$ cat src/hw/rtl/u8sdc_pkg.sv
// Package: types, constants and decode functions for the UTF-8 script direction counter.
package u8sdc_pkg;

  localparam int COUNT_BITS = 24;
  localparam int OUT_BITS   = 24;
  localparam int CP_BITS    = 21;

  localparam logic [CP_BITS-1:0] RTL_A_LO = 21'h000590;
  localparam logic [CP_BITS-1:0] RTL_A_HI = 21'h00074F;
  localparam logic [CP_BITS-1:0] RTL_B_LO = 21'h000780;
  localparam logic [CP_BITS-1:0] RTL_B_HI = 21'h0007BF;
  localparam logic [CP_BITS-1:0] UPPER_LO = 21'h000041;
  localparam logic [CP_BITS-1:0] UPPER_HI = 21'h00005A;
  localparam logic [CP_BITS-1:0] LOWER_LO = 21'h000061;
  localparam logic [CP_BITS-1:0] LOWER_HI = 21'h00007A;
  localparam logic [CP_BITS-1:0] GREEK_LO = 21'h000370;
  localparam logic [CP_BITS-1:0] CYRIL_HI = 21'h0004FF;

  typedef enum logic [1:0] {
    DIR_NONE,
    DIR_RTL,
    DIR_LTR
  } dir_t;

  typedef struct packed {
    logic [1:0] rtl_inc;
    logic [1:0] ltr_inc;
  } dir_cnt_t;

  function automatic logic [2:0] lead_len(input logic [7:0] c);
    logic [2:0] n;
    priority if (c[7] == 1'b0) n = 3'd1;
    else if (c[7:5] == 3'b110) n = 3'd2;
    else if (c[7:4] == 4'b1110) n = 3'd3;
    else if (c[7:3] == 5'b11110) n = 3'd4;
    else n = 3'd0;
    return n;
  endfunction

  function automatic logic [CP_BITS-1:0] decode_cp(input logic [7:0] b0, input logic [7:0] b1,
                                                   input logic [7:0] b2, input logic [7:0] b3,
                                                   input logic [2:0] n);
    logic [CP_BITS-1:0] cp;
    unique case (n)
      3'd2:    cp = CP_BITS'({b0[4:0], b1[5:0]});
      3'd3:    cp = CP_BITS'({b0[3:0], b1[5:0], b2[5:0]});
      3'd4:    cp = {b0[2:0], b1[5:0], b2[5:0], b3[5:0]};
      default: cp = CP_BITS'(b0);
    endcase
    return cp;
  endfunction

  function automatic dir_t classify_cp(input logic [CP_BITS-1:0] cp);
    dir_t d;
    priority if ((cp >= RTL_A_LO && cp <= RTL_A_HI) || (cp >= RTL_B_LO && cp <= RTL_B_HI))
      d = DIR_RTL;
    else if ((cp >= UPPER_LO && cp <= UPPER_HI) || (cp >= LOWER_LO && cp <= LOWER_HI) ||
             (cp >= GREEK_LO && cp <= CYRIL_HI))
      d = DIR_LTR;
    else
      d = DIR_NONE;
    return d;
  endfunction

  function automatic dir_cnt_t count_one(input dir_t d);
    dir_cnt_t c;
    c = '0;
    if (d == DIR_RTL) c.rtl_inc = 2'd1;
    if (d == DIR_LTR) c.ltr_inc = 2'd1;
    return c;
  endfunction

  // Decode the bytes after a dropped lead, up to the end of the string.
  function automatic dir_cnt_t tail_count(input logic [7:0] t0, input logic [7:0] t1,
                                          input logic [7:0] t2, input logic [1:0] len);
    logic [7:0] t [4];
    logic [2:0] pos;
    logic [2:0] n;
    logic [2:0] lim;
    dir_t       d;
    dir_cnt_t   c;
    t[0] = t0;
    t[1] = t1;
    t[2] = t2;
    t[3] = 8'h00;
    lim  = {1'b0, len};
    pos  = 3'd0;
    c    = '0;
    for (int s = 0; s < 3; s++) begin
      if (pos < lim) begin
        n = lead_len(t[pos[1:0]]);
        if (n == 3'd0 || (pos + n) > lim) begin
          pos = pos + 3'd1;
        end else begin
          d = classify_cp(decode_cp(t[pos[1:0]], t[2'(pos + 3'd1)], t[2'(pos + 3'd2)],
                                    t[2'(pos + 3'd3)], n));
          if (d == DIR_RTL) c.rtl_inc = c.rtl_inc + 2'd1;
          if (d == DIR_LTR) c.ltr_inc = c.ltr_inc + 2'd1;
          pos = pos + n;
        end
      end
    end
    return c;
  endfunction

endpackage

$ cat src/hw/rtl/utf8_script_direction_counter_unit.sv
// UTF-8 script direction counter: top level with input stage, decode and count registers.
// An accepted request passes the input stage register and then the result register to the master side.
// Throughput: one byte per cycle while m_tready lets results drain; pending and count registers update each advance.
// Backpressure holds the input stage and the result register; neither drops data.
// Reset (rst, synchronous, active high) empties both stages and zeroes counts and pending length.
module utf8_script_direction_counter_unit
  import u8sdc_pkg::*;
(
  input  logic        clk,
  input  logic        rst,
  input  logic        s_tvalid,
  output logic        s_tready,
  input  logic [7:0]  s_tdata,   // [7:0] text_byte
  input  logic        s_tlast,   // last_of_string
  input  logic        s_tuser,   // clear_counts
  output logic        m_tvalid,
  input  logic        m_tready,
  output logic [47:0] m_tdata    // [23:0] rtl_count, [47:24] ltr_count
);

  localparam logic [COUNT_BITS-1:0] COUNT_MAX = {COUNT_BITS{1'b1}};

  logic                  in_valid;
  logic [7:0]            in_byte;
  logic                  in_last;
  logic                  in_clear;
  logic                  advance;

  logic [7:0]            p0;
  logic [7:0]            p1;
  logic [7:0]            p2;
  logic [1:0]            plen;
  logic [1:0]            plen_next;
  logic [COUNT_BITS-1:0] rtl_total;
  logic [COUNT_BITS-1:0] ltr_total;
  logic [COUNT_BITS-1:0] rtl_total_next;
  logic [COUNT_BITS-1:0] ltr_total_next;

  logic [7:0]            buf1;
  logic [7:0]            buf2;
  logic [2:0]            need;
  logic [2:0]            total;
  logic [2:0]            n_new;
  dir_cnt_t              inc;

  logic                  out_valid;
  logic [47:0]           out_data;
  logic [31:0]           rtl_wide;
  logic [31:0]           ltr_wide;

  function automatic logic [COUNT_BITS-1:0] sat_add(input logic [COUNT_BITS-1:0] base,
                                                    input logic [1:0] step);
    logic [COUNT_BITS:0] sum;
    sum = {1'b0, base} + (COUNT_BITS+1)'(step);
    return sum[COUNT_BITS] ? COUNT_MAX : sum[COUNT_BITS-1:0];
  endfunction

  assign advance  = in_valid && (!out_valid || m_tready);
  assign s_tready = !in_valid || advance;
  assign m_tvalid = out_valid;
  assign m_tdata  = out_data;

  // Assemble the held sequence with the new byte.
  assign buf1  = (plen == 2'd1) ? in_byte : p1;
  assign buf2  = (plen == 2'd2) ? in_byte : p2;
  assign need  = lead_len(p0);
  assign total = {1'b0, plen} + 3'd1;
  assign n_new = lead_len(in_byte);

  always_comb begin
    inc       = '0;
    plen_next = plen;
    if (plen == 2'd0) begin
      if (n_new == 3'd1) begin
        inc = count_one(classify_cp(CP_BITS'(in_byte)));
      end else if (n_new >= 3'd2 && !in_last) begin
        plen_next = 2'd1;
      end
    end else if (need <= total) begin
      inc       = count_one(classify_cp(decode_cp(p0, buf1, buf2, in_byte, need)));
      plen_next = 2'd0;
    end else if (in_last) begin
      inc       = tail_count(buf1, buf2, in_byte, plen);
      plen_next = 2'd0;
    end else if (total <= 3'd3) begin
      plen_next = plen + 2'd1;
    end else begin
      plen_next = 2'd0;
    end
  end

  always_comb begin
    rtl_total_next = sat_add(in_clear ? '0 : rtl_total, inc.rtl_inc);
    ltr_total_next = sat_add(in_clear ? '0 : ltr_total, inc.ltr_inc);
    rtl_wide       = 32'(rtl_total_next);
    ltr_wide       = 32'(ltr_total_next);
  end

  always_ff @(posedge clk) begin
    if (rst) begin
      in_valid <= 1'b0;
    end else if (s_tready) begin
      in_valid <= s_tvalid;
    end
  end

  always_ff @(posedge clk) begin
    if (s_tready && s_tvalid) begin
      in_byte  <= s_tdata;
      in_last  <= s_tlast;
      in_clear <= s_tuser;
    end
  end

  always_ff @(posedge clk) begin
    if (rst) begin
      plen      <= 2'd0;
      rtl_total <= '0;
      ltr_total <= '0;
      out_valid <= 1'b0;
    end else begin
      if (advance) begin
        plen      <= plen_next;
        rtl_total <= rtl_total_next;
        ltr_total <= ltr_total_next;
        out_valid <= 1'b1;
      end else if (m_tready) begin
        out_valid <= 1'b0;
      end
    end
  end

  always_ff @(posedge clk) begin
    if (advance) begin
      out_data <= {ltr_wide[OUT_BITS-1:0], rtl_wide[OUT_BITS-1:0]};
      if (plen_next != 2'd0 && plen_next != plen) begin
        unique case (plen)
          2'd0:    p0 <= in_byte;
          2'd1:    p1 <= in_byte;
          default: p2 <= in_byte;
        endcase
      end
    end
  end

endmodule
$ cat config.mk
export PLATFORM = sky130hd
export DESIGN_NAME = utf8_script_direction_counter_unit
export DESIGN_NICKNAME = d
export VERILOG_FILES = /design/src/hw/rtl/u8sdc_pkg.sv /design/src/hw/rtl/utf8_script_direction_counter_unit.sv
export SDC_FILE = /design/constraint.sdc
export NUM_CORES = 1
export LEC_CHECK = 0
export BUFFER_PORTS_ARGS = -buffer_cell sky130_fd_sc_hd__buf_2
export CAP_MARGIN = 20
export CORE_MARGIN = 2
export CORE_UTILIZATION = 40
export DETAILED_ROUTE_END_ITERATION = 10
export MAX_ROUTING_LAYER = met4
export PLACE_DENSITY = 0.62
export SYNTH_ARGS = -nofsm -noshare
export SYNTH_HDL_FRONTEND = slang
export SYNTH_SLANG_ARGS = --single-unit
$ cat constraint.sdc
create_clock -name clk -period 13.96 [get_ports clk]
set_input_delay 0.698 -clock clk [delete_from_list [all_inputs] [get_ports clk]]
set_output_delay 0.698 -clock clk [all_outputs]
set_load 0.03 [all_outputs]
# After elaboration in Yosys (flattened, before gate mapping)
# Cells that the tools add are included.
[totals] register_bits=134 inputBits=14 output_inout_bits=50 word_cells=351
[op_classes] n_addsub=16 n_lt_le_gt_ge=61 eq_ne=41 n_mux=155 n_bitwise=9 n_reduce_logical=57
[op_table] op="2-to-1 mux 21 bit" n=17
[op_table] op="<= comparator 21 x 11 -> 1 bit (second input constant)" n=12
[op_table] op="one-hot mux 21 bit (3 select lines)" n=4
[op_table] op="greater-or-equal comparator 21 x 11 -> 1 bit (second input constant)" n=8
[op_table] op="greater-or-equal comparator 21 x 7 -> 1 bit (second input constant)" n=8
[op_table] op="<= comparator 21 x 7 -> 1 bit (second input constant)" n=8
[op_table] op="2-to-1 mux 3 bit" n=45
[op_table] op="binary-select mux 8 bit (select 2 bit)" n=8
[op_table] op="2-to-1 mux 24 bit" n=4
[op_table] op="greater-or-equal comparator 21 x 10 -> 1 bit (second input constant)" n=4
[op_table] op="2-to-1 mux 2 bit" n=38
[op_table] op="2-to-1 mux 6 bit" n=12
[op_table] op="2-to-1 mux 4 bit" n=13
[op_table] op="adder 24 x 2 -> 25 bit" n=2
[op_table] op="2-to-1 mux 8 bit" n=6
[op_table] op="== test 3 bit (second input constant)" n=9
[op_table] op="logical AND 1 bit" n=26
[op_table] op="== test 5 bit (second input constant)" n=5
[op_table] op="== test 3 x 2 -> 1 bit (second input constant)" n=8
[op_table] op="greater-or-equal comparator 3 bit (second input constant)" n=8
[op_table] op="inverter 2 -> 3 bit" n=8
[op_table] op="== test 4 bit (second input constant)" n=5
[op_table] op="logical OR 1 bit" n=18
[op_table] op="greater-or-equal comparator 8 x 7 -> 1 bit (second input constant)" n=2
[op_table] op="25 further kinds" n=61

# Logic depth before layout (Yosys ltp)
# Gate-level depths: netlist of run 1.
[depth] depth_word=80 mapped_depth=60 ltp_nobuf=55

# Least setup slack after synthesis of run 1
# OpenSTA, ideal clock, no wires.
[synth_path] path_type="register to register" startpoint="register plen[1]" endpoint="register rtl_total[1]" setup_ns=0.070 arrival_ns=10.776 t_required_ns=13.890 setup_slack_ns=3.113 path_stages_with_launch=57 path_buffers=7 period_less_slack_ns=10.847 cell_sequence="dfxtp_1 -> inv_1 -> ha_1 -> buf_6 -> mux2i_1 -> clkinv_1 -> nand2_1 -> nor2_1 -> nor2_1 -> ha_1 -> nor2b_1 -> o21ai_1 -> a21o_1 -> buf_2 -> inv_1 -> a31o_4 -> nand2_1 -> nor2_1 -> (+21 left out) -> a21oi_1 -> a311oi_1 -> o2111ai_1 -> nor3_1 -> nand2_1 -> a31oi_1 -> ha_1 -> inv_1 -> fa_1 -> or2_2 -> clkbuf_1 -> nor4_1 -> nor3b_1 -> nand2_1 -> clkbuf_1 -> nand2_1 -> nand2_1 -> a21oi_1"
[synth_via] elab_chain_cells=79 word_cells_on_any_way=256 cone_classes="add/sub: 12; order compare: 47; eq/ne: 24; mux: 126; bitwise: 8; reduce/logical: 39"
[synth_lines] element="start: declaration" line_no="utf8_script_direction_counter_unit.sv:32" text="logic [1:0] plen;"
[synth_lines] element="start signal: assignment" line_no="utf8_script_direction_counter_unit.sv:123" text="plen <= plen_next;"
[synth_lines] element="== test 2 x 1 -> 1 bit (*)" line_no="utf8_script_direction_counter_unit.sv:64" text="assign buf1 = (plen == 2'd1) ? in_byte : p1;"
[synth_lines] element="2-to-1 mux 8 bit (*)"
[synth_lines] element="named net buf1[5]" line_no="utf8_script_direction_counter_unit.sv:39" text="logic [7:0] buf1;"
[synth_lines] element="== test 5 bit" line_no="u8sdc_pkg.sv:35" text="else if (c[7:3] == 5'b11110) n = 3'd4;"
[synth_lines] element="2-to-1 mux 3 bit" line_no="u8sdc_pkg.sv:35"
[synth_lines] element="2-to-1 mux 3 bit" line_no="u8sdc_pkg.sv:34" text="else if (c[7:4] == 4'b1110) n = 3'd3;"
[synth_lines] element="2-to-1 mux 3 bit" line_no="u8sdc_pkg.sv:33" text="else if (c[7:5] == 3'b110) n = 3'd2;"
[synth_lines] element="2-to-1 mux 3 bit" line_no="u8sdc_pkg.sv:32" text="priority if (c[7] == 1'b0) n = 3'd1;"
[synth_lines] element="(+65 left out)"
[synth_lines] element="2-to-1 mux 4 bit" line_no="u8sdc_pkg.sv:92" text="if (n == 3'd0 || (pos + n) > lim) begin"
[synth_lines] element="2-to-1 mux 4 bit" line_no="u8sdc_pkg.sv:90" text="if (pos < lim) begin"
[synth_lines] element="2-to-1 mux 4 bit" line_no="utf8_script_direction_counter_unit.sv:82" text="end else if (in_last) begin"
[synth_lines] element="2-to-1 mux 4 bit (*)" line_no="utf8_script_direction_counter_unit.sv:79" text="end else if (need <= total) begin"
[synth_lines] element="2-to-1 mux 4 bit (*)" line_no="utf8_script_direction_counter_unit.sv:73" text="if (plen == 2'd0) begin"
[synth_lines] element="adder 24 x 2 -> 25 bit (*)" line_no="utf8_script_direction_counter_unit.sv:54" text="sum = {1'b0, base} + (COUNT_BITS+1)'(step);"
[synth_lines] element="2-to-1 mux 24 bit (*)" line_no="utf8_script_direction_counter_unit.sv:55" text="return sum[COUNT_BITS] ? COUNT_MAX : sum[COUNT_BITS-1:0];"
[synth_lines] element="named net rtl_total_next[1]" line_no="utf8_script_direction_counter_unit.sv:36" text="logic [COUNT_BITS-1:0] rtl_total_next;"
[synth_lines] element="end signal: assignment" line_no="utf8_script_direction_counter_unit.sv:124" text="rtl_total <= rtl_total_next;"
[synth_lines] element="end: declaration" line_no="utf8_script_direction_counter_unit.sv:34" text="logic [COUNT_BITS-1:0] rtl_total;"
# Mark *: on every way through the listed nets, which the timed path passes. The rest lies on a longest branch. The select of a mux whose other input is x is not followed.
# A chain may end at the register's enable or synchronous reset.

# Worst setup path after layout of run 1
[layout_path] startpoint="register plen[1]" endpoint="register ltr_total[9]"
[layout_via] elab_chain_cells=79 word_cells_on_any_way=256 cone_classes="add/sub: 12; order compare: 47; eq/ne: 24; mux: 126; bitwise: 8; reduce/logical: 39"
[layout_lines] element="== test 2 x 1 -> 1 bit (*)" line_no="utf8_script_direction_counter_unit.sv:64"
[layout_lines] element="2-to-1 mux 8 bit (*)"
[layout_lines] element="named net buf1[5]" line_no="utf8_script_direction_counter_unit.sv:39"
[layout_lines] element="== test 5 bit" line_no="u8sdc_pkg.sv:35"
[layout_lines] element="2-to-1 mux 3 bit" line_no="u8sdc_pkg.sv:35"
[layout_lines] element="2-to-1 mux 3 bit" line_no="u8sdc_pkg.sv:34"
[layout_lines] element="2-to-1 mux 3 bit" line_no="u8sdc_pkg.sv:33"
[layout_lines] element="2-to-1 mux 3 bit" line_no="u8sdc_pkg.sv:32"
[layout_lines] element="(+65 left out)"
[layout_lines] element="2-to-1 mux 4 bit" line_no="u8sdc_pkg.sv:92"
[layout_lines] element="2-to-1 mux 4 bit" line_no="u8sdc_pkg.sv:90"
[layout_lines] element="2-to-1 mux 4 bit" line_no="utf8_script_direction_counter_unit.sv:82"
[layout_lines] element="2-to-1 mux 4 bit (*)" line_no="utf8_script_direction_counter_unit.sv:79"
[layout_lines] element="2-to-1 mux 4 bit (*)" line_no="utf8_script_direction_counter_unit.sv:73"
[layout_lines] element="adder 24 x 2 -> 25 bit (*)" line_no="utf8_script_direction_counter_unit.sv:54"
[layout_lines] element="2-to-1 mux 24 bit (*)" line_no="utf8_script_direction_counter_unit.sv:55"
[layout_lines] element="named net ltr_total_next[9]" line_no="utf8_script_direction_counter_unit.sv:37" text="logic [COUNT_BITS-1:0] ltr_total_next;"
[layout_lines] element="end signal: assignment" line_no="utf8_script_direction_counter_unit.sv:125" text="ltr_total <= ltr_total_next;"
[layout_lines] element="end: declaration" line_no="utf8_script_direction_counter_unit.sv:35" text="logic [COUNT_BITS-1:0] ltr_total;"
# Marks and branches as above.

==> results of run 1 <==
## worst max-delay path: cells and delay by family, from the launching register on
kind | cells | cell delay (ps)
flip-flops | 1 | 340
AO/OA/AOI/OAI | 15 | 3400
buffers and inverters | 9 | 1900
multiplexers | 2 | 470
AND/OR/NAND/NOR | 18 | 3900
adder cells (fa/ha/maj) | 9 | 2720
## sequential cells by signal, summed over array words and instances (netlist names)
| signal | count |
|---|---|
| p1 | 8 |
| in_last | 1 |
| in_clear | 1 |
| rtl_total | 24 |
| in_valid | 1 |
| ltr_total | 24 |
| m_tvalid | 1 |
| p2 | 8 |
| in_byte | 8 |
| m_tdata | 48 |
| plen | 2 |
| p0 | 8 |
## metal layers
layer  track usage [%]  up-vias  share of wire (%)
met5                 -        -                  0
met4              10.2        0                3.4
met3              4.37       83                7.4
met2              38.1      457                 45
met1              33.0     4826                 44
li1                  -     4833                  -
## cells by family (layout without fill, tap and decap cells)
kind of cell,after synthesis,after routing
AND/OR/NAND/NOR,554,554
AO/OA/AOI/OAI,371,371
flip-flops,134,134
multiplexers,35,35
XOR/XNOR,41,41
buffers and inverters,120,166
adder cells (fa/ha/maj),28,28
## stage by stage
step           cell area (sq um)  instances
3_3_place_gp               10800       1626
6_report                   11400       1659
3_5_place_dp               10800       1626
2_1_floorplan              10200       1283
5_1_grt                    11400       1659
4_1_cts                    11400       1658
## how the worst max path moves through the flow
| stage | end | slack [ps] | cells after the start |
|---|---|---|---|
| after global routing | ltr_total[3] | 70 | 53 |
| after floorplan | rtl_total[1] | 3110 | 56 |
| after CTS | rtl_total[8] | 590 | 53 |
| after detailed placement | rtl_total[14] | 660 | 53 |
| final | ltr_total[9] | 1110 | 53 |
| after global placement | rtl_total[19] | 1120 | 50 |
## cell usage in the layout (no fill, tap or decap), types with 8 or more instances in the layout
cell type	instances
a221oi_1	10
ha_1	25
dfxtp_1	52
nor2_1	170
nor4_1	13
nor2b_1	18
o211ai_1	8
nand2_1	157
nand2b_1	18
inv_1	37
o22ai_1	19
xnor2_1	23
mux2i_1	26
a21oi_1	81
xor2_1	18
clkbuf_16	18
a31oi_1	18
o221ai_1	8
buf_4	28
o21ai_0	95
and3_1	8
a211oi_1	11
buf_2	63
nand4_1	16
nor3_1	58
and2_1	12
nand3_1	39
mux2_2	8
edfxtp_1	82
a22oi_1	22
## power by group
part	switching [uW]	total, uW	internal (uW)
clock	184	442	258
combinational	122	179	57.2
sequential	14.0	451	437
## cell type report
| class | instances | area (sq um) |
|---|---|---|
| multi-input combinational | 1029 | 6220 |
| inverter | 42 | 159 |
| clock inverter | 13 | 124 |
| timing repair buffer | 92 | 533 |
| clock buffer | 19 | 454 |
| tap | 330 | 413 |
| sequential | 134 | 3500 |
| fill | 2533 | 13700 |
## what timing repair did
action | 4_1_cts | 5_1_grt
setup endpoints to repair | 0 | 92
gates resized for setup | 0 | 7
hold buffers | 0 | 0
==> flow_metrics.tcl, run 1 <==
set metrics [dict create \
    root_buffer "clkbuf_16" \
    drc 0 \
    ys_async_sr_fraction_pct 0 \
    dp_worst_setup_slack_ps 657 \
    fin_skew_ps 13.9 \
    synth_xor_xnor_area_share_pct 3.52 \
    hp-start "rtl_total[10]" \
    vias 10200 \
    fmax_mhz 77.8 \
    endpoint_kind "flop" \
    worstMarginPinSlew_ps 1080 \
    dp_hpwl_microns 23100 \
    synth_most_common_cell "nor2_1" \
    dieWidth_microns 164 \
    drtAntennaViolNets 0 \
    slew_viol_final 0 \
    hold_class "reg2reg" \
    cts_tree "built" \
    clockBufferDepth 2 \
    slowest_stage "ha_2" \
    clock_latency_ps 420 \
    synth_warnings 0 \
    ys_types 95 \
    required_ps 14290 \
    h-tree-depth 4 \
    cp.arrival_ps 13180 \
    power.density_nw_per_um2 94.0 \
    synthMuxAreaShare_pct 3.55 \
    totalWireLength_microns 32900 \
    slew_headroom_pct 27.8 \
    ys_seq_area_share_pct 34.4 \
    finalWorstSetupSlack_ps 1110 \
    vdd_drop_max_mv 0.100 \
    place.gp.congestion 0.979 \
    yosys.area_share.simple_pct 25.7 \
    crit_path_start "plen[1]" \
    synth_edf_count 82 \
    worstReg2RegEnd "ltr_total[9]" \
    cp_max_fo 29 \
    start_util_pct 40.6 \
    path_clk_slew_ps 60 \
    r2r_start "plen[1]" \
    core-area_sq_um 25100 \
    synth_top_family_by_area "simple AND/OR/NAND/NOR gates" \
    path_class "reg2reg" \
    timing.hold.ws_ps 457 \
    tns_ps 0 \
    die_h_microns 164 \
    rsz0062_at_grt "no" \
    synth_compound_area_share_pct 24.4 \
    grt_max_degree 61 \
    min_to "rtl_total[10]" \
    leakage_uw 0.00410 \
    fin_crit_sh_pct 92.0 \
    fin_crit_ps 12850 \
    die_area_sq_um 26800 \
    slowest_delay_ps 520 \
    yosys_register_bits 134 \
    synth_ff_type "edfxtp_1" \
    pin_count 64 \
    status "finished clean" \
    portBuffers 63 \
    rows 58 \
    cts.sinks 134 \
    synth.area.top_cells "edfxtp_1 24%, dfxtp_1 10%, nor2_1 6.3%, nand2_1 5.8%, o21ai_0 4.7%" \
    antenna_found_initial 0 \
    setup_viol 0 \
    post_route_cells_drive_above_1_share_pct 12.8 \
    avgSynthCellArea_sq_um 7.95 \
    synth_fa_ha_area_share_pct 3.58 \
    cap_violations 0 \
    hold_viol_final 0 \
    cts_buffers 17 \
    area_delta_synth_final_pct 11.9 \
    crit_top_cell "ha_1" \
    synth_nets 1325 \
    r2r_cells 53 \
    grt_pass1_vias 9352 \
    report.power.total_uw 1070 \
    grt_overflow_total 0 \
    num_antenna_cells 0 \
    drt-pass1-iter-count 7 \
    drtIter0Drc 991 \
    fin_util_pct 45.4 \
    synth_common_cells "172 x nor2_1, 158 x nand2_1, 95 x o21ai_0, 82 x a21oi_1, 82 x edfxtp_1" \
    grt_pass1_wl_microns 51400 \
    cts_setup_buffers 0 \
    critPathLaunchType "flop" \
    synth_cells 1283 \
    wl_per_cell_microns 19.8 \
    viasPerCell 6.15 \
    post-synth-top-area-cell "edfxtp_1" \
    grtUsageTotal_pct 25.0 \
    hold_depth 2 \
    r2r_setup_slack_ps 1110 \
    final_nets 1358 \
    synth_top_area_share_pct 24.2 \
    synth_area_sq_um 10200 \
]
Power figures use the tool's default switching activity.
==> run 2, diff against run 1 <==
--- a/config.mk
+++ b/config.mk
@@ -6,12 +6,13 @@
 export NUM_CORES = 1
 export LEC_CHECK = 0
 export BUFFER_PORTS_ARGS = -buffer_cell sky130_fd_sc_hd__buf_2
-export CAP_MARGIN = 20
 export CORE_MARGIN = 2
 export CORE_UTILIZATION = 40
 export DETAILED_ROUTE_END_ITERATION = 10
 export MAX_ROUTING_LAYER = met4
 export PLACE_DENSITY = 0.62
+export REMOVE_ABC_BUFFERS = 1
 export SYNTH_ARGS = -nofsm -noshare
 export SYNTH_HDL_FRONTEND = slang
 export SYNTH_SLANG_ARGS = --single-unit
+export TNS_END_PERCENT = 100
==> run 2 against run 1 <==
Register-to-register slack better by 70 ps. Utilization is 0.16 points lower. Worst hold slack worse by 4.0 ps. Fmax is 0.56% higher. Sequential share of layout area is 0.11 points higher. Sequential cell count stayed put. Clock power is 2% lower. Die area stayed put. Cell count is 0.12% lower. Final area is 0.36% lower. Critical path type unchanged. Total power is 1.2% lower. Via count hardly changed. Largest power group unchanged. Critical endpoint is now ltr_total[17].
==> flow_metrics.tcl, run 2 (same netlist as run 1, synthesis figures left out) <==
set metrics [dict create \
    status "finished clean" \
    die_area_sq_um 26800 \
    place.gp.congestion 1.00 \
    critPathLaunchType "flop" \
    endpoint_kind "flop" \
    root_buffer "clkbuf_16" \
    slew_viol_final 0 \
    area_delta_synth_final_pct 11.5 \
    cts_tree "built" \
    antenna_found_initial 0 \
    clock_latency_ps 420 \
    cp.arrival_ps 13120 \
    vias 10200 \
    cts_setup_buffers 0 \
    fin_crit_sh_pct 91.5 \
    viasPerCell 6.15 \
    worstMarginPinSlew_ps 1300 \
    slowest_delay_ps 790 \
    vdd_drop_max_mv 0.0795 \
    slowest_stage "o32ai_1" \
    combinationalPowerShare_pct 16.7 \
    setup_viol 0 \
    portBuffers 63 \
    fmax_mhz 78.3 \
    seq_power_share_pct 42.6 \
    internal_power_uw 743 \
    grt_max_degree 60 \
    path_class "reg2reg" \
    dieWidth_microns 164 \
    die_h_microns 164 \
    post-route-cell-area_sq_um 11400 \
    finalWorstSetupSlack_ps 1180 \
    slew_headroom_pct 10.8 \
    rsz0062_at_grt "no" \
    hold_viol_final 0 \
    cts.sinks 134 \
    hold_class "reg2reg" \
    cp_max_fo 29 \
    pin_count 64 \
    core-area_sq_um 25100 \
    drtAntennaViolNets 0 \
    start_util_pct 40.6 \
    fin_crit_ps 12780 \
    leakage_uw 0.00409 \
    crit_top_cell "ha_1" \
    post_route_cells_drive_above_1_share_pct 12.4 \
    drc 0 \
    grt_overflow_total 0 \
    path_clk_slew_ps 60 \
    power.switching_uw 316 \
    cap_violations 0 \
    grt_pass1_vias 9321 \
    n_fill_cell 2547 \
    switching_share_pct 29.9 \
    cts_buffers 17 \
    required_ps 14300 \
    largest_reg_flops 48 \
    dp_hpwl_microns 22500 \
    drt-pass1-iter-count 7 \
    rows 58 \
    place_area_sq_um 10800 \
    drtIter0Drc 1114 \
    totalWireLength_microns 32100 \
    final_nets 1356 \
    dp_worst_setup_slack_ps 914 \
    grtUsageTotal_pct 24.8 \
    grt_pass1_wl_microns 50900 \
    power.density_nw_per_um2 93.2 \
    final_common_cell "nor2_1" \
    power.share.clock_pct 40.7 \
    h-tree-depth 4 \
    wl_per_cell_microns 19.4 \
    clockBufferDepth 2 \
    tns_ps 0 \
    mostFrequentLayoutCells "172 x nor2_1, 157 x nand2_1, 95 x o21ai_0" \
    num_antenna_cells 0 \
    fin_skew_ps 12.6 \
]
run 2: cell count changes in the layout (fill, tap and decap cells not counted), moves of 2 or more:
cell        before  now
nor2_2           2    0
inv_6            1    6
clkinvlp_4       5    2
nor2_1         170  172
clkinv_2         3    1
inv_4            0    2
run 2: stage by stage:
step	total power [uW]	cells	hold WS [ps]	util (%)
after floorplan	578	1205	431	-
after global placement	632	1625	445	43.0
after detailed placement	632	1625	448	43.0
after CTS	1060	1657	441	45.2
after global routing	1100	1657	446	45.3
final	1060	1657	453	45.3
run 2: path summary, 6_finish.rpt:
| kind | slack, ps | cells past startpoint | start | to |
|---|---|---|---|---|
| worst max register to register | 1180 | 51 | plen[1] | ltr_total[17] |
| worst min-delay path | 450 | 2 | rtl_total[1] | rtl_total[1] |
| worst max-delay path | 1180 | 51 | plen[1] | ltr_total[17] |
| worst min register to register | 450 | 2 | rtl_total[1] | rtl_total[1] |
run 2: routing by layer:
| metal | vias up | track usage (%) | share of wire [%] | routed length [microns] |
|---|---|---|---|---|
| li1 | 4825 | - | - | - |
| met1 | 4758 | 34.0 | 44 | 14000 |
| met2 | 538 | 37.1 | 44 | 14300 |
| met3 | 71 | 3.89 | 8.9 | 2850 |
| met4 | 0 | 9.05 | 3.0 | 979 |
| met5 | - | - | 0 | 0 |
run 2: final cells by class:
cell class | count | area [sq um] | area share [%]
Sequential cell | 134 | 3500 | 30.8
Clock inverter | 14 | 138 | 1.21
Tap cell | 330 | 413 | 3.63
Clock buffer | 18 | 429 | 3.78
Timing Repair Buffer | 90 | 518 | 4.56
Inverter | 42 | 160 | 1.41
Multi-Input combinational cell | 1029 | 6200 | 54.6
run 2: repair_timing:
action / 4_1_cts / 5_1_grt
gates resized for setup: 0 / 3
endpoints found under the setup margin: 0 / 66
hold buffers: 0 / 0
run 2: power by group through the flow:
stage / clock network (uW) / registers, uW / logic [uW]
floorplan: 0 / 473 / 105
global placement: 0 / 459 / 173
detailed placement: 0 / 459 / 173
CTS: 439 / 451 / 174
global route: 457 / 453 / 194
finish: 431 / 451 / 177
run 2: worst max-delay path, delay by kind of cell, from the launching register on:
family / cells / cell delay (ps)
buf+inv: 7 / 1610
fa+ha+maj: 9 / 2680
compound gates: 15 / 3540
simple gates: 18 / 3880
mux: 2 / 600
flops: 1 / 350
==> run 3, diff against run 2 <==
--- a/config.mk
+++ b/config.mk
@@ -7,10 +7,10 @@
 export LEC_CHECK = 0
 export BUFFER_PORTS_ARGS = -buffer_cell sky130_fd_sc_hd__buf_2
 export CORE_MARGIN = 2
-export CORE_UTILIZATION = 40
+export CORE_UTILIZATION = 55
 export DETAILED_ROUTE_END_ITERATION = 10
 export MAX_ROUTING_LAYER = met4
-export PLACE_DENSITY = 0.62
+export PLACE_DENSITY = 0.79
 export REMOVE_ABC_BUFFERS = 1
 export SYNTH_ARGS = -nofsm -noshare
 export SYNTH_HDL_FRONTEND = slang
==> run 3 against run 2 <==
Cell count fell by 6.3%. Routed wire length fell by 1.8%. Die area fell by 27%. Largest cell class unchanged. Largest power group unchanged. Highest routed layer unchanged.
==> flow_metrics.tcl, run 3 (same netlist as run 1, synthesis figures left out) <==
set metrics [dict create \
    status "finished clean" \
    start_util_pct 56.4 \
    fmax_mhz 77.8 \
    root_buffer "clkbuf_16" \
    grt_pass1_vias 9358 \
    final_common_cell "nor2_1" \
    place.gp.congestion 1.07 \
    crit_top_cell "nand2_1" \
    power.density_nw_per_um2 93.3 \
    fin_crit_sh_pct 92.1 \
    cts.sinks 134 \
    cts_tree "built" \
    slew_viol_final 0 \
    drt-pass1-iter-count 8 \
    mostFrequentLayoutCells "170 x nor2_1, 157 x nand2_1, 95 x o21ai_0" \
    critPathLaunchType "flop" \
    area_delta_synth_final_pct 10.3 \
    slew_headroom_pct 27.1 \
    post_route_cells_drive_above_1_share_pct 12.6 \
    grt_pass1_wl_microns 49300 \
    fin_skew_ps 9.45 \
    tns_ps 0 \
    vdd_drop_max_mv 0.143 \
    setup_viol 0 \
    dieWidth_microns 140 \
    timing.hold.ws_ps 450 \
    die_h_microns 140 \
    clock_latency_ps 420 \
    grt_overflow_total 0 \
    cap_violations 0 \
    drtAntennaViolNets 0 \
    grtUsageTotal_pct 32.2 \
    vias 10400 \
    pin_count 64 \
    n_fill_cell 1492 \
    wl_per_cell_microns 20.3 \
    seqCellArea_sq_um 3500 \
    path_clk_slew_ps 60 \
    grt_max_degree 83 \
    path_class "reg2reg" \
    multi_input_area_sq_um 6250 \
    final_nets 1353 \
    largest_reg_flops 48 \
    required_ps 14300 \
    h-tree-depth 4 \
    hold_class "in2reg" \
    fin_crit_ps 12850 \
    drtIter0Drc 1387 \
    viasPerCell 6.72 \
    die_area_sq_um 19600 \
    rows 49 \
    slowest_stage "or4_4" \
    core-area_sq_um 18100 \
    drc 0 \
    cts_buffers 17 \
    cp.arrival_ps 13190 \
    portBuffers 63 \
    slowest_delay_ps 540 \
    leakage_uw 0.00408 \
    antenna_found_initial 0 \
    clockBufferDepth 2 \
    rsz0062_at_grt "no" \
    worstMarginPinSlew_ps 1090 \
    cp_max_fo 35 \
    fin_util_pct 62.2 \
    totalWireLength_microns 31600 \
    endpoint_kind "flop" \
    num_antenna_cells 0 \
    hold_viol_final 0 \
    holdBufCountCts 0 \
    dp_hpwl_microns 21500 \
]
-- run 3: cell count changes in the layout (fill, tap and decap cells not counted), sizes merged --
cell    delta
inv        -2
bufinv     -1
clkbuf     +1
nand4b     +1
buf        -4
clkinv     +2
-- run 3: worst paths after layout --
| kind | startpoint | end | slack (ps) | cells past startpoint |
|---|---|---|---|---|
| worst max register to register | plen[1] | rtl_total[15] | 1110 | 50 |
| worst max-delay path | plen[1] | rtl_total[15] | 1110 | 50 |
| worst min-delay path | s_tdata[2] | in_byte[2] | 450 | 1 |
| worst min register to register | rtl_total[1] | rtl_total[1] | 450 | 2 |
-- run 3: what timing repair did --
action                     CTS  global route
resized for setup            0            12
setup buffers                0             3
setup endpoints to repair    0            95
hold endpoints to repair     0             0
-- run 3: layer usage --
| layer | vias up | part of all wire (%) | GRT usage, % | routed length, microns |
|---|---|---|---|---|
| li1 | 4823 | - | - | - |
| met1 | 4815 | 42 | 43.9 | 13200 |
| met2 | 691 | 44 | 47.2 | 13800 |
| met3 | 104 | 11 | 5.71 | 3430 |
| met4 | 0 | 3.7 | 13.8 | 1170 |
| met5 | - | 0 | - | 0 |
-- run 3: layout make-up --
class / instances / area share, %
clock inverters: 13 / 0.979
flip-flops and latches: 134 / 31.1
multi-input cells: 1030 / 55.5
well taps: 229 / 2.55
inverters: 42 / 1.43
clock buffers: 19 / 4.03
repair buffers: 86 / 4.34
-- run 3: worst max-delay path: cells and delay by family, from the launching register on --
kind	cells	cell delay (ps)
simple gates	22	5580
fa+ha+maj	9	2690
compound gates	11	2350
buf+inv	7	1510
flops	1	350
mux	1	230
-- run 3: metrics by stage --
stage | area (sq um) | total power (uW) | setup slack (ps) | std cells
final | 11200 | 1050 | 1110 | 1553
after global routing | 11200 | 1090 | 107 | 1553
after CTS | 11200 | 1050 | 168 | 1549
after detailed placement | 10600 | 629 | 220 | 1517
after global placement | 10600 | 628 | 807 | 1517
after floorplan | 9850 | 578 | 909 | 1205
-- run 3: report_power, final --
part / switching, uW / internal (uW) / total, uW
combinational: 121 / 56.5 / 177
sequential: 15.4 / 437 / 452
clock: 180 / 241 / 421
total: 315 / 735 / 1050
